===== config.mk =====
export PLATFORM = sky130hd
export DESIGN_NAME = serial_loaded_bank_mapper
export DESIGN_NICKNAME = d
export VERILOG_FILES = /design/src/rtl/core/slbm_pkg.sv /design/src/rtl/core/slbm_map.sv /design/src/rtl/core/serial_loaded_bank_mapper.sv
export SDC_FILE = /design/constraint.sdc
export NUM_CORES = 1
export LEC_CHECK = 0
export BUFFER_PORTS_ARGS = -buffer_cell sky130_fd_sc_hd__buf_2
export CAP_MARGIN = 20
export CORE_AREA = 2 2 122 124
export CTS_BUF_LIST = sky130_fd_sc_hd__clkbuf_16
export DETAILED_ROUTE_END_ITERATION = 10
export DIE_AREA = 0 0 124 126
export PLACE_DENSITY = 0.4
export SYNTH_ARGS = -nofsm -noshare
export SYNTH_HDL_FRONTEND = slang
export SYNTH_SLANG_ARGS = --single-unit

===== constraint.sdc =====
create_clock -name clk -period 6.25 [get_ports clk]
set_input_delay 1.25 -clock clk [delete_from_list [all_inputs] [get_ports clk]]
set_output_delay 1.25 -clock clk [all_outputs]
set_load 0.05 [all_outputs]

===== src/rtl/core/slbm_pkg.sv =====
// Shared types and constants for the serial-loaded bank mapper.
// Used by slbm_map and serial_loaded_bank_mapper; depends on nothing.
package slbm_pkg;

  localparam int unsigned CmdW     = 3;
  localparam int unsigned AddrW    = 16;
  localparam int unsigned DataW    = 8;
  localparam int unsigned TgtW     = 3;
  localparam int unsigned MapAddrW = 19;
  localparam int unsigned VarW     = 3;

  typedef enum logic [CmdW-1:0] {
    CMD_TICK      = 3'd0,
    CMD_CPU_READ  = 3'd1,
    CMD_CPU_WRITE = 3'd2,
    CMD_VID_READ  = 3'd3,
    CMD_VID_WRITE = 3'd4
  } cmd_t;

  typedef enum logic [TgtW-1:0] {
    TGT_NONE = 3'd0,
    TGT_PRG  = 3'd1,
    TGT_WRAM = 3'd2,
    TGT_CHR  = 3'd3,
    TGT_NT   = 3'd4,
    TGT_OPEN = 3'd5,
    TGT_ZERO = 3'd6
  } tgt_t;

  // Board variants
  localparam logic [VarW-1:0] VAR_PLAIN     = 3'd0;
  localparam logic [VarW-1:0] VAR_RAM_GATE  = 3'd1;
  localparam logic [VarW-1:0] VAR_BANK1     = 3'd2;
  localparam logic [VarW-1:0] VAR_BANK2     = 3'd3;
  localparam logic [VarW-1:0] VAR_BANK2_PRG = 3'd4;
  localparam logic [VarW-1:0] VAR_RESET     = VAR_BANK2_PRG;

  // Control register select, address bits 14:13
  localparam logic [1:0] REG_CTRL     = 2'd0;
  localparam logic [1:0] REG_CHR_LOW  = 2'd1;
  localparam logic [1:0] REG_CHR_HIGH = 2'd2;
  localparam logic [1:0] REG_PRG      = 2'd3;

  // Nametable mirroring modes
  localparam logic [1:0] MIR_LOW   = 2'd0;
  localparam logic [1:0] MIR_HIGH  = 2'd1;
  localparam logic [1:0] MIR_VERT  = 2'd2;
  localparam logic [1:0] MIR_HORIZ = 2'd3;

  localparam logic [2:0] SHIFT_LEN  = 3'd5;
  localparam logic [1:0] LOAD_DELAY = 2'd2;

  typedef struct packed {
    logic [1:0] mirror_mode;
    logic       prg_fixed_high;
    logic       prg_small_banks;
    logic       chr_small_banks;
    logic [4:0] chr_bank_low;
    logic [4:0] chr_bank_high;
    logic [3:0] prg_bank_reg;
    logic       ram_off;
  } ctrl_t;

endpackage


===== src/rtl/core/slbm_map.sv =====
// Address decode and bank translation for one bus access.
// Depends on slbm_pkg; purely combinational.
module slbm_map (
  input  slbm_pkg::cmd_t                     cmd,
  input  logic [slbm_pkg::AddrW-1:0]         address,
  input  slbm_pkg::ctrl_t                    ctrl,
  input  logic [slbm_pkg::VarW-1:0]          variant,
  output slbm_pkg::tgt_t                     target,
  output logic [slbm_pkg::MapAddrW-1:0]      mapped_address,
  output logic                               write_enable,
  output logic                               load_write
);

  logic       wram_hit;
  logic       prg_region;
  logic [3:0] prg_bank;
  logic       prg_bit4;
  logic [1:0] wram_bank;
  logic       chr_region;
  logic [4:0] chr_bank;
  logic       nt_bit10;

  assign wram_hit = (address[15:13] == 3'b011);

  // Program ROM bank
  always_comb begin
    prg_region = address[14];
    if (ctrl.prg_small_banks) begin
      if (prg_region != ctrl.prg_fixed_high) begin
        prg_bank = ctrl.prg_bank_reg;
      end else begin
        prg_bank = {4{prg_region}};
      end
    end else begin
      prg_bank = {ctrl.prg_bank_reg[3:1], prg_region};
    end
    prg_bit4 = (variant == slbm_pkg::VAR_BANK2_PRG) && ctrl.chr_bank_low[4];
  end

  // Work RAM bank
  always_comb begin
    if (variant == slbm_pkg::VAR_BANK1) begin
      wram_bank = {1'b0, ctrl.chr_bank_low[3]};
    end else if (variant inside {slbm_pkg::VAR_BANK2, slbm_pkg::VAR_BANK2_PRG}) begin
      wram_bank = ctrl.chr_bank_low[3:2];
    end else begin
      wram_bank = 2'd0;
    end
  end

  // Pattern bank
  always_comb begin
    chr_region = address[12];
    if (ctrl.chr_small_banks) begin
      chr_bank = chr_region ? ctrl.chr_bank_high : ctrl.chr_bank_low;
    end else begin
      chr_bank = {ctrl.chr_bank_low[4:1], chr_region};
    end
  end

  // Nametable mirroring
  always_comb begin
    case (ctrl.mirror_mode)
      slbm_pkg::MIR_LOW:   nt_bit10 = 1'b0;
      slbm_pkg::MIR_HIGH:  nt_bit10 = 1'b1;
      slbm_pkg::MIR_VERT:  nt_bit10 = address[10];
      slbm_pkg::MIR_HORIZ: nt_bit10 = address[11];
      default:             nt_bit10 = 1'b0;
    endcase
  end

  always_comb begin
    target         = slbm_pkg::TGT_NONE;
    mapped_address = '0;
    write_enable   = 1'b0;
    load_write     = 1'b0;
    case (cmd)
      slbm_pkg::CMD_CPU_READ, slbm_pkg::CMD_CPU_WRITE: begin
        if (wram_hit) begin
          if (variant == slbm_pkg::VAR_RAM_GATE && ctrl.chr_bank_low[4]) begin
            target = (cmd == slbm_pkg::CMD_CPU_WRITE) ? slbm_pkg::TGT_NONE
                                                      : slbm_pkg::TGT_OPEN;
          end else if (ctrl.ram_off) begin
            target = (cmd == slbm_pkg::CMD_CPU_WRITE) ? slbm_pkg::TGT_NONE
                                                      : slbm_pkg::TGT_ZERO;
          end else begin
            target         = slbm_pkg::TGT_WRAM;
            mapped_address = {4'd0, wram_bank, address[12:0]};
            write_enable   = (cmd == slbm_pkg::CMD_CPU_WRITE);
          end
        end else if (address[15]) begin
          if (cmd == slbm_pkg::CMD_CPU_WRITE) begin
            load_write = 1'b1;
          end else begin
            target         = slbm_pkg::TGT_PRG;
            mapped_address = {prg_bit4, prg_bank, address[13:0]};
          end
        end else begin
          target = (cmd == slbm_pkg::CMD_CPU_WRITE) ? slbm_pkg::TGT_NONE
                                                    : slbm_pkg::TGT_OPEN;
        end
      end
      slbm_pkg::CMD_VID_READ, slbm_pkg::CMD_VID_WRITE: begin
        if (address[13]) begin
          target         = slbm_pkg::TGT_NT;
          mapped_address = {8'd0, nt_bit10, address[9:0]};
        end else begin
          target         = slbm_pkg::TGT_CHR;
          mapped_address = {2'd0, chr_bank, address[11:0]};
        end
        write_enable = (cmd == slbm_pkg::CMD_VID_WRITE);
      end
      default: begin
        target = slbm_pkg::TGT_NONE;
      end
    endcase
  end

endmodule


===== src/rtl/core/serial_loaded_bank_mapper.sv =====
// Top level of the serial-loaded cartridge bank mapper.
// Depends on slbm_pkg and slbm_map.
//
// Each item on the input stream is one bus event: tuser carries the command
// (tick, CPU read or write, video read or write), tdata the bus address in
// bits 15:0 and the write data byte in bits 23:16. Every item yields exactly
// one result item: tuser carries the target memory, tdata the translated
// address in bits 18:0 and the write strobe in bit 19. The block is a
// two-register pipeline: an item is captured in the input register, decoded
// and translated combinationally while the serial loader and the control
// registers update, and lands in the result register, which drives
// out_tvalid. It takes one item per clock while the output is not stalled.
// The result register stalls the input register only when both are full
// and out_tready is low. CPU writes at 0x8000 and up shift data bit 0 into a
// 5-bit loader, LSB first; the fifth bit commits to the control register
// chosen by address bits 14:13, and data bit 7 resets the loader. After an
// accepted load write, further ones are dropped until two ticks have passed.
// The board variant register (cfg_wdata, written when cfg_wen is high)
// should only be changed while the pipeline is empty.
module serial_loaded_bank_mapper (
  input  logic        clk,
  input  logic        rst_n,
  // Input stream
  input  logic        in_tvalid,
  output logic        in_tready,
  input  logic [23:0] in_tdata,   // address[15:0], data[23:16]
  input  logic [2:0]  in_tuser,   // cmd[2:0]
  // Result stream
  output logic        out_tvalid,
  input  logic        out_tready,
  output logic [23:0] out_tdata,  // mapped_address[18:0], write_enable[19], zero pad
  output logic [2:0]  out_tuser,  // target[2:0]
  // Configuration
  input  logic        cfg_wen,
  input  logic [2:0]  cfg_wdata   // board_variant[2:0]
);

  // Pipeline registers
  logic                             s1_valid_r;
  logic [slbm_pkg::CmdW-1:0]        s1_cmd_r;
  logic [slbm_pkg::AddrW-1:0]       s1_addr_r;
  logic [slbm_pkg::DataW-1:0]       s1_data_r;
  logic                             out_valid_r;
  slbm_pkg::tgt_t                   out_target_r;
  logic [slbm_pkg::MapAddrW-1:0]    out_maddr_r;
  logic                             out_we_r;

  // Mapper state
  logic [slbm_pkg::VarW-1:0] variant_r;
  logic [1:0]                delay_r, delay_nxt;
  logic [2:0]                shift_cnt_r, shift_cnt_nxt;
  logic [4:0]                shift_val_r, shift_val_nxt;
  slbm_pkg::ctrl_t           ctrl_r, ctrl_nxt;

  // Decode results
  slbm_pkg::cmd_t                 s1_cmd;
  slbm_pkg::tgt_t                 map_target;
  logic [slbm_pkg::MapAddrW-1:0]  map_addr;
  logic                           map_we;
  logic                           map_load;

  logic       out_free;
  logic       s1_fire;
  logic [4:0] shifted;
  logic [2:0] cnt_inc;

  assign out_free  = !out_valid_r || out_tready;
  assign s1_fire   = s1_valid_r && out_free;
  assign in_tready = !s1_valid_r || out_free;

  assign s1_cmd = slbm_pkg::cmd_t'(s1_cmd_r);

  slbm_map u_map (
    .cmd            (s1_cmd),
    .address        (s1_addr_r),
    .ctrl           (ctrl_r),
    .variant        (variant_r),
    .target         (map_target),
    .mapped_address (map_addr),
    .write_enable   (map_we),
    .load_write     (map_load)
  );

  // Serial loader and control register update
  always_comb begin
    delay_nxt     = delay_r;
    shift_cnt_nxt = shift_cnt_r;
    shift_val_nxt = shift_val_r;
    ctrl_nxt      = ctrl_r;
    shifted       = {s1_data_r[0], shift_val_r[4:1]};
    cnt_inc       = shift_cnt_r + 3'd1;
    if (s1_fire) begin
      if (s1_cmd == slbm_pkg::CMD_TICK) begin
        // count down the load delay
        if (delay_r != 2'd0) begin
          delay_nxt = delay_r - 2'd1;
        end
      end else if (map_load && delay_r == 2'd0) begin
        delay_nxt = slbm_pkg::LOAD_DELAY;
        if (s1_data_r[7]) begin
          // loader reset: keep the shift value, force fixed-high small banks
          shift_cnt_nxt            = 3'd0;
          ctrl_nxt.prg_small_banks = 1'b1;
          ctrl_nxt.prg_fixed_high  = 1'b1;
        end else begin
          shift_val_nxt = shifted;
          if (cnt_inc == slbm_pkg::SHIFT_LEN) begin
            // fifth bit: commit to the selected control register
            shift_cnt_nxt = 3'd0;
            case (s1_addr_r[14:13])
              slbm_pkg::REG_CTRL: begin
                ctrl_nxt.mirror_mode     = shifted[1:0];
                ctrl_nxt.prg_fixed_high  = shifted[2];
                ctrl_nxt.prg_small_banks = shifted[3];
                ctrl_nxt.chr_small_banks = shifted[4];
              end
              slbm_pkg::REG_CHR_LOW:  ctrl_nxt.chr_bank_low  = shifted;
              slbm_pkg::REG_CHR_HIGH: ctrl_nxt.chr_bank_high = shifted;
              slbm_pkg::REG_PRG: begin
                ctrl_nxt.prg_bank_reg = shifted[3:0];
                ctrl_nxt.ram_off      = shifted[4];
              end
              default: ctrl_nxt = ctrl_r;
            endcase
          end else begin
            shift_cnt_nxt = cnt_inc;
          end
        end
      end
    end
  end

  // Control and state registers
  always_ff @(posedge clk) begin
    if (!rst_n) begin
      s1_valid_r               <= 1'b0;
      out_valid_r              <= 1'b0;
      variant_r                <= slbm_pkg::VAR_RESET;
      delay_r                  <= 2'd0;
      shift_cnt_r              <= 3'd0;
      shift_val_r              <= 5'd0;
      ctrl_r.mirror_mode       <= slbm_pkg::MIR_LOW;
      ctrl_r.prg_fixed_high    <= 1'b1;
      ctrl_r.prg_small_banks   <= 1'b1;
      ctrl_r.chr_small_banks   <= 1'b0;
      ctrl_r.chr_bank_low      <= 5'd0;
      ctrl_r.chr_bank_high     <= 5'd1;
      ctrl_r.prg_bank_reg      <= 4'd0;
      ctrl_r.ram_off           <= 1'b0;
    end else begin
      if (in_tready) begin
        s1_valid_r <= in_tvalid;
      end
      if (out_free) begin
        out_valid_r <= s1_valid_r;
      end
      if (cfg_wen) begin
        variant_r <= cfg_wdata;
      end
      delay_r     <= delay_nxt;
      shift_cnt_r <= shift_cnt_nxt;
      shift_val_r <= shift_val_nxt;
      ctrl_r      <= ctrl_nxt;
    end
  end

  // Payload registers: load on advance
  always_ff @(posedge clk) begin
    if (in_tready && in_tvalid) begin
      s1_cmd_r  <= in_tuser;
      s1_addr_r <= in_tdata[15:0];
      s1_data_r <= in_tdata[23:16];
    end
    if (s1_fire) begin
      out_target_r <= map_target;
      out_maddr_r  <= map_addr;
      out_we_r     <= map_we;
    end
  end

  assign out_tvalid = out_valid_r;
  assign out_tuser  = out_target_r;
  assign out_tdata  = {4'd0, out_we_r, out_maddr_r};

endmodule


---- After elaboration in Yosys (flattened, before gate mapping) ----
Index checks and enable logic that the tools add are counted.
cells by class
  bitwise logic cells ..................... 2
  add/sub/neg operators ................... 2
  equal/unequal tests ..................... 18
  reduce and logical (&&, ||, !) cells .... 28
  muxes and demuxes ....................... 42
operators with widths
  kind                  count
  $mux W19              4
  $pmux W19 S2          1
  $mux W3               10
  $mux W5               5
  $reduce_and A6 Y1     4
  $mux W18              1
  $mux W17              1
  $eq A3 B2 Y1 const B  5
  $mux W15              1
  $mux W2               6
  $reduce_bool A2 Y1    5
  $eq A3 B3 Y1 const B  3
  $eq A2 B2 Y1 const B  4
  $mux W1               8
  $mux W4               2
  $eq A3 B1 Y1 const B  2
  $logic_not A2 Y1      3
  $pmux W3 S2           1
  $reduce_and A3 Y1     2
  $logic_and A1 B1 Y1   5
  $reduce_and A5 Y1     1
  $eq A2 B1 Y1 const B  2
  $pmux W1 S4           1
  $reduce_and A4 Y1     1
  10 further kinds      14
word-level totals
  bits in registers ....................... 85
  output and inout bits ................... 29
  bits of input ports ..................... 35
  word-level logic and storage cells ...... 112

---- Logic depth before layout (Yosys ltp) ----
Gate-level depths: netlist of the first run.
  depth after elaboration ................. 8
  depth in mapped cells ................... 8
  gate-level depth less buffers ........... 6

---- Hierarchy ----
A second synthesis of the first run with hierarchy kept.
unflattened totals
  cells, all modules ...................... 286
  area total of the unflattened synthesis .. 3,473.3 sq um
by module, submodules not included
  module                     cells each  area an instance (sq um)  instances
  serial_loaded_bank_mapper  199         2,864.0                   1
  slbm_map                   87          609.3                     1

---- Worst setup path after synthesis of the first run ----
Ideal clock, no wire load.
  path type ............................... input to output
  start ................................... input out_tready
  end ..................................... output in_tready
  stages on the path ...................... 2
  data required time ...................... 5.000 ns
  data arrival time ....................... 1.934 ns
  slack ................................... 3.066 ns
  path through ............................ nor2b_1 -> nand2_1
between the ends
  longest elaborated chain between the ends .. 2
ends and longest elaborated chain
  what                line                             text
  from (decl)         serial_loaded_bank_mapper.sv:30  input logic out_tready,
  $logic_or A1 B1 Y1  serial_loaded_bank_mapper.sv:67  assign out_free = !out_valid_r || out_tready;
  $logic_or A1 B1 Y1  serial_loaded_bank_mapper.sv:69  assign in_tready = !s1_valid_r || out_free;
  to (decl)           serial_loaded_bank_mapper.sv:25  output logic in_tready,
Every way passes these cells.

---- Final worst setup path of the first run ----
Same ends and word-level chain as after synthesis.

==> results.yml, run 1 <==
grt:
  grt.overflow.total: 0
  grt_max_degree: 36
  first_global_vias: 2476
  antenna_found_initial: 0
  gr-usage-all-layers_pct: 11.46
  grt_pass1_wl_mm: 13.15
logic_synthesis:
  ys_types: 46
  synth_area_leader_cell: "edfxtp_1"
  async_flop_share_pct: 0
  yosys.area.top_type_share_pct: 37.80
  ys_top_cells_by_area: "edfxtp_1 38%, dfxtp_1 19%, o21ai_0 4.9%"
  synth_edf_count: 44
  avgSynthCellArea_sq_um: 10.92
  seq_area_frac_synth_pct: 57.27
  ys.flop_type: "edfxtp_1"
  yosys_register_bits: 78
  synthCells: 320
  ys_warn_count: 0
  synth_area_sq_mm: 0.003496
setup_path:
  critPathRequiredTime_ns: 5.00
  slowest_stage: "nor2b_1"
  cp-startpoint: "out_tready"
  reg2reg_depth: 4
  critPathLaunchType: "input port"
  critical_path_class: "input port to output pin"
  path_common_cell: "buf_2"
  r2r_slack_ns: 3.98
  r2r_end: "ctrl_r[16]"
  rr_startpoint: "s1_cmd[0]"
  path_delay_family: "simple AND/OR/NAND/NOR gates"
  cpPeakStageDelay_ns: 0.47
  path_depth: 4
  cp_num_buf_inv: 2
  crit_path_end_kind: "output pin"
  worstPathMaxFanout: 7
  cp.arrival_ns: 2.18
  critPathCapture: "in_tready"
  path_cells: "buf_2, nor2b_1, nand2_1, buf_2"
floorplanning:
  num_rows: 44
  die_x_um: 124
  dieArea_sq_mm: 0.01562
  core_area_sq_mm: 0.01431
  io_pins: 64
  initial_utilization_pct: 24.42
  die_h_um: 126
timing:
  setup_ws_ns: 2.823
  relSlewSlack_pct: 32.04
  worst_pin_slew_ns: 1.019
  period_minus_slack_ns: 3.427
  fin_setup_tns_ns: 0
  setup_viol: 0
  rsz0062_at_grt: "false"
  drv_slew: 0
  fin_skew_ns: 0.006997
  clock.fmax_ghz: 0.2918
  finalCritPeriodShare_pct: 54.83
  finalHoldViolCount: 0
power_and_ir_drop:
  vdd_ir_drop_max_v: 0.0001385
  p_leak_nw: 1.530
  powerDensity_mw_per_mm2: 282.7
  p_total_mw: 1.185
cells_and_area:
  syn_to_final_growth_pct: 19.90
  post-route-util_pct: 29.28
  antennaDiodeCount: 0
  drive_gt1_share_pct: 20.00
  nFillCells: 1497
  final_area_sq_mm: 0.004192
  nNetsFinal: 403
clock_tree:
  clock_sinks: 78
  cts_buffers: 9
  insertion_delay_ns: 0.34
  cts_resized: 0
  tritoncts: "yes"
  cts.clk_slew.worst_paths_ns: 0.06
  root_buffer: "clkbuf_16"
  cts_buffer_depth: 2
  postCtsHoldBufs: 0
  htreeDepth: 3
  cts_setup_buffers: 0
run:
  max_cap_viol_count: 0
placed_design:
  place_hpwl_mm: 5.791
  place_congestion: 0.7637
  dp_slack_ns: 2.822
  port_buffers: 53
  place_area_sq_mm: 0.003900
hold_path:
  min_path_type: "flip-flop to flip-flop"
routing:
  drt_wl_total_mm: 8.463
  vias: 2607
  viasPerCell: 4.706
  ant_nets: 0
  first_pass_iters: 4
  drtIter0Drc: 188
  drc_errors: 0
  wl_per_cell_um: 15.28
run_status:
  status: "completed"
routing by layer:
layer  track usage (%)  wire length [um]
met5                 0                 0
met4             4.693               143
met3             4.212               501
met2             16.10              3697
met1             15.84              4120
cell families after synthesis:
family          Yosys count  share of synthesized area [%]
simple gates            105                          17.90
compound gates           92                          16.54
flops                    78                          57.27
buf+inv                  31                          4.331
mux                       8                          2.291
fa+ha+maj                 3                          1.074
xor+xnor                  2                         0.5012
other cells               1                         0.1073
registers in the layout, indices dropped and copies added (netlist names):
register and count:
s1_data_r 2, out_we_r 1, delay_r 2, out_tuser 3
s1_valid_r 1, variant_r 3, s1_cmd 3, shift_cnt_r 3
out_maddr_r 19, shift_val_r 4, out_tvalid 1, ctrl_r 20
s1_addr_r 16
metrics by stage:
step | std cells | hold slack, ns
6_report | 554 | 0.4754
5_1_grt | 554 | 0.5040
4_1_cts | 554 | 0.4782
3_5_place_dp | 538 | 0.4678
3_3_place_gp | 538 | 0.4578
2_1_floorplan | 323 | 0.4462
worst min path at each step:
stage / start / to / slack (ns) / cells past startpoint
floorplan: delay_r[0] / delay_r[0] / 0.45 / 2
global placement: ctrl_r[11] / ctrl_r[11] / 0.46 / 2
detailed placement: delay_r[0] / delay_r[0] / 0.47 / 2
CTS: delay_r[0] / delay_r[0] / 0.48 / 2
global route: delay_r[0] / delay_r[0] / 0.50 / 2
finish: delay_r[0] / delay_r[0] / 0.48 / 2
Yosys cell counts (all sizes together), types with 2 or more instances:
cell,n
edfxtp,44
o21ai,36
dfxtp,34
a21boi,23
nand4,20
nand2,15
a21oi,14
buf,14
and3,10
clkbuf,10
nor2b,10
nor2,9
mux2i,8
nand3,8
inv,7
nor3,7
nor3b,5
nand2b,4
a21o,3
and2,3
ha,3
o21a,3
o32ai,3
or3,3
or4,3
a22oi,2
and3b,2
nand3b,2
nand4b,2
cell usage in the layout (no fill, tap or decap), types with 8 or more instances in the layout:
master,n
a21boi_0,15
nand4_1,20
and3_1,10
o21ai_0,34
nand3_1,8
nand2_1,15
inv_1,8
edfxtp_1,44
nor2_1,9
a21boi_1,8
clkbuf_16,9
dfxtp_1,34
buf_2,53
mux2i_1,8
a21oi_1,14
nor2b_1,9
worst min-delay path, delay by kind of cell (launching register included):
family	cells	cell delay [ns]
AO/OA/AOI/OAI	1	0.07
flip-flops	1	0.31
AND/OR/NAND/NOR	1	0.05
cell type report:
type / count / area, sq um / area share (%)
inverters: 7 / 26.28 / 0.6269
well taps: 184 / 230.2 / 5.493
repair buffers: 55 / 280.3 / 6.687
multi-input cells: 214 / 1361 / 32.48
clock inverters: 7 / 66.31 / 1.582
flip-flops and latches: 78 / 2002 / 47.76
clock buffers: 9 / 225.2 / 5.373
report_power, final:
group / switching (mW) / internal [mW]
clock network: 0.207 / 0.306
logic: 0.0658 / 0.0282
registers: 0.0151 / 0.563
(Power assumes the default switching activity.)
==> run 2: changes to the inputs <==
--- a/config.mk
+++ b/config.mk
@@ -11,7 +11,7 @@
 export CTS_BUF_LIST = sky130_fd_sc_hd__clkbuf_16
 export DETAILED_ROUTE_END_ITERATION = 10
 export DIE_AREA = 0 0 124 126
-export PLACE_DENSITY = 0.4
+export PLACE_DENSITY = 0.41
 export SYNTH_ARGS = -nofsm -noshare
 export SYNTH_HDL_FRONTEND = slang
 export SYNTH_SLANG_ARGS = --single-unit
==> constraint.sdc (replaced) <==
create_clock -name clk -period 3 [get_ports clk]
set_input_delay 0.6 -clock clk [delete_from_list [all_inputs] [get_ports clk]]
set_output_delay 0.6 -clock clk [all_outputs]
set_load 0.05 [all_outputs]
==> run 2 against run 1 <==
  * Worst setup slack lost 2.0 ns
  * Sequential share of layout area is essentially flat
  * Die area is the same
  * Clock-buffer cell count is the same
  * Flip-flop and latch count is the same
  * Routed wire length shrank 1.9%
  * Critical path type is now flip-flop to flip-flop
  * Critical path depth grew 1
  * Combinational power grew 120%
==> results.yml, run 2 (synthesis results as in run 1) <==
cells_and_area:
  largest-register: "ctrl_r"
  largest_reg_flops: 20
  syn_to_final_growth_pct: 19.97
  stdcell_count: 559
  nFillCells: 1509
  mostFrequentLayoutCells: "53 x buf_2, 44 x edfxtp_1, 34 x o21ai_0, 34 x dfxtp_1, 20 x nand4_1"
  final_common_cell: "buf_2"
  nNetsFinal: 408
  post-route-util_pct: 29.30
  drive_gt1_share_pct: 20.27
  top_regs: "ctrl_r x20, out_maddr_r x19, s1_addr_r x16"
  antennaDiodeCount: 0
timing:
  finalHoldViolCount: 0
  hold_slack_ns: 0.4343
  fin_setup_tns_ns: 0
  rsz0062_at_grt: "false"
  drv_slew: 0
  finalCritPeriodShare_pct: 72.41
  relSlewSlack_pct: 36.10
  worst_pin_slew_ns: 0.9585
  setup_viol: 0
  clock.fmax_ghz: 0.4603
  fin_skew_ns: 0.009581
  period_minus_slack_ns: 2.172
placed_design:
  place_hpwl_mm: 5.830
  dp_cells: 543
  port_buffers: 53
  place_congestion: 0.7256
grt:
  grt_max_degree: 36
  antenna_found_initial: 0
  gr-usage-all-layers_pct: 11.33
  grt.overflow.total: 0
  first_global_vias: 2477
  grt_pass1_wl_mm: 13.22
hold_path:
  min_to: "s1_data_r[0]"
  min_path_cells: 1
  min_path_type: "input port to flip-flop"
  hp-start: "in_tdata[16]"
clock_tree:
  root_buffer: "clkbuf_16"
  postCtsHoldBufs: 0
  insertion_delay_ns: 0.34
  cts_buffer_depth: 2
  htreeDepth: 3
  tritoncts: "yes"
  cts.clk_slew.worst_paths_ns: 0.06
  clock_sinks: 78
  cts_resized: 0
  cts_buffers: 9
  cts_setup_buffers: 0
routing:
  drt_wl_total_mm: 8.306
  vias: 2618
  drc_errors: 0
  drtIter0Drc: 137
  first_pass_iters: 4
  wl_per_cell_um: 14.86
  viasPerCell: 4.683
  ant_nets: 0
power_and_ir_drop:
  p_total_mw: 2.336
  powerDensity_mw_per_mm2: 557.0
  p_leak_nw: 1.552
  vdd_ir_drop_max_v: 0.0002445
floorplanning:
  core_area_sq_mm: 0.01431
  num_rows: 44
  initial_utilization_pct: 24.42
  io_pins: 64
  dieArea_sq_mm: 0.01562
  die_h_um: 126
  die_x_um: 124
setup_path:
  r2r_slack_ns: 0.83
  r2r_end: "ctrl_r[1]"
  cp-startpoint: "s1_cmd[0]"
  critical_path_class: "flip-flop to flip-flop"
  critPathLaunchType: "flip-flop"
  worstPathMaxFanout: 17
  reg2reg_depth: 5
  rr_startpoint: "s1_cmd[0]"
  crit_path_end_kind: "flip-flop"
  critPathRequiredTime_ns: 3.25
  cp.arrival_ns: 2.42
run:
  max_cap_viol_count: 0
run_status:
  status: "completed"
run 2: cell count changes in the layout (fill, tap and decap cells not counted):
cell,previous run,this run
clkinvlp_4,2,0
inv_1,8,10
buf_4,2,6
inv_2,0,1
bufinv_16,1,0
buf_6,0,1
clkinv_4,1,0
clkinv_1,1,2
run 2: worst max-delay path by stage:
stage	slack, ns	end	cells past startpoint
CTS	0.82	ctrl_r[0]	5
detailed placement	0.74	s1_addr_r[1]	4
floorplan	0.63	delay_r[0]	4
finish	0.83	ctrl_r[1]	5
global route	0.64	ctrl_r[7]	5
global placement	0.53	ctrl_r[18]	4
run 2: cell type report:
cell class                 count  area, sq um  area share, %
inverter                       7        26.28         0.6265
clock buffer                   9        225.2          5.370
clock inverter                 7        27.53         0.6563
tap                          184        230.2          5.489
sequential                    78         2002          47.73
multi-input combinational    214         1361          32.46
timing repair buffer          60        321.6          7.667
run 2: metrics by stage:
stage               instance area, sq um  setup WS [ns]
floorplan                           3507         0.6320
CTS                                 4194         0.8245
global route                        4194         0.6392
detailed placement                  3941         0.7411
global placement                    3930         0.5276
finish                              4194         0.8277
run 2: worst max-delay path: stages, from the launching register on:
cell and delay, ns:
edfxtp_1 0.63, nand4b_1 0.35, nor3_2 0.55, buf_6 0.24, nand4_1 0.10, a21boi_0 0.21
run 2: routing by layer:
layer  GRT usage [%]  wire length, um
met5               0                0
met2           16.39             3672
met4           6.081              194
met3           2.536              399
met1           15.66             4039
run 2: report_power, final:
part           total, mW  internal, mW  switching, mW
Combinational      0.205        0.0616          0.143
Clock              0.933         0.540          0.393
Sequential          1.20          1.17         0.0261
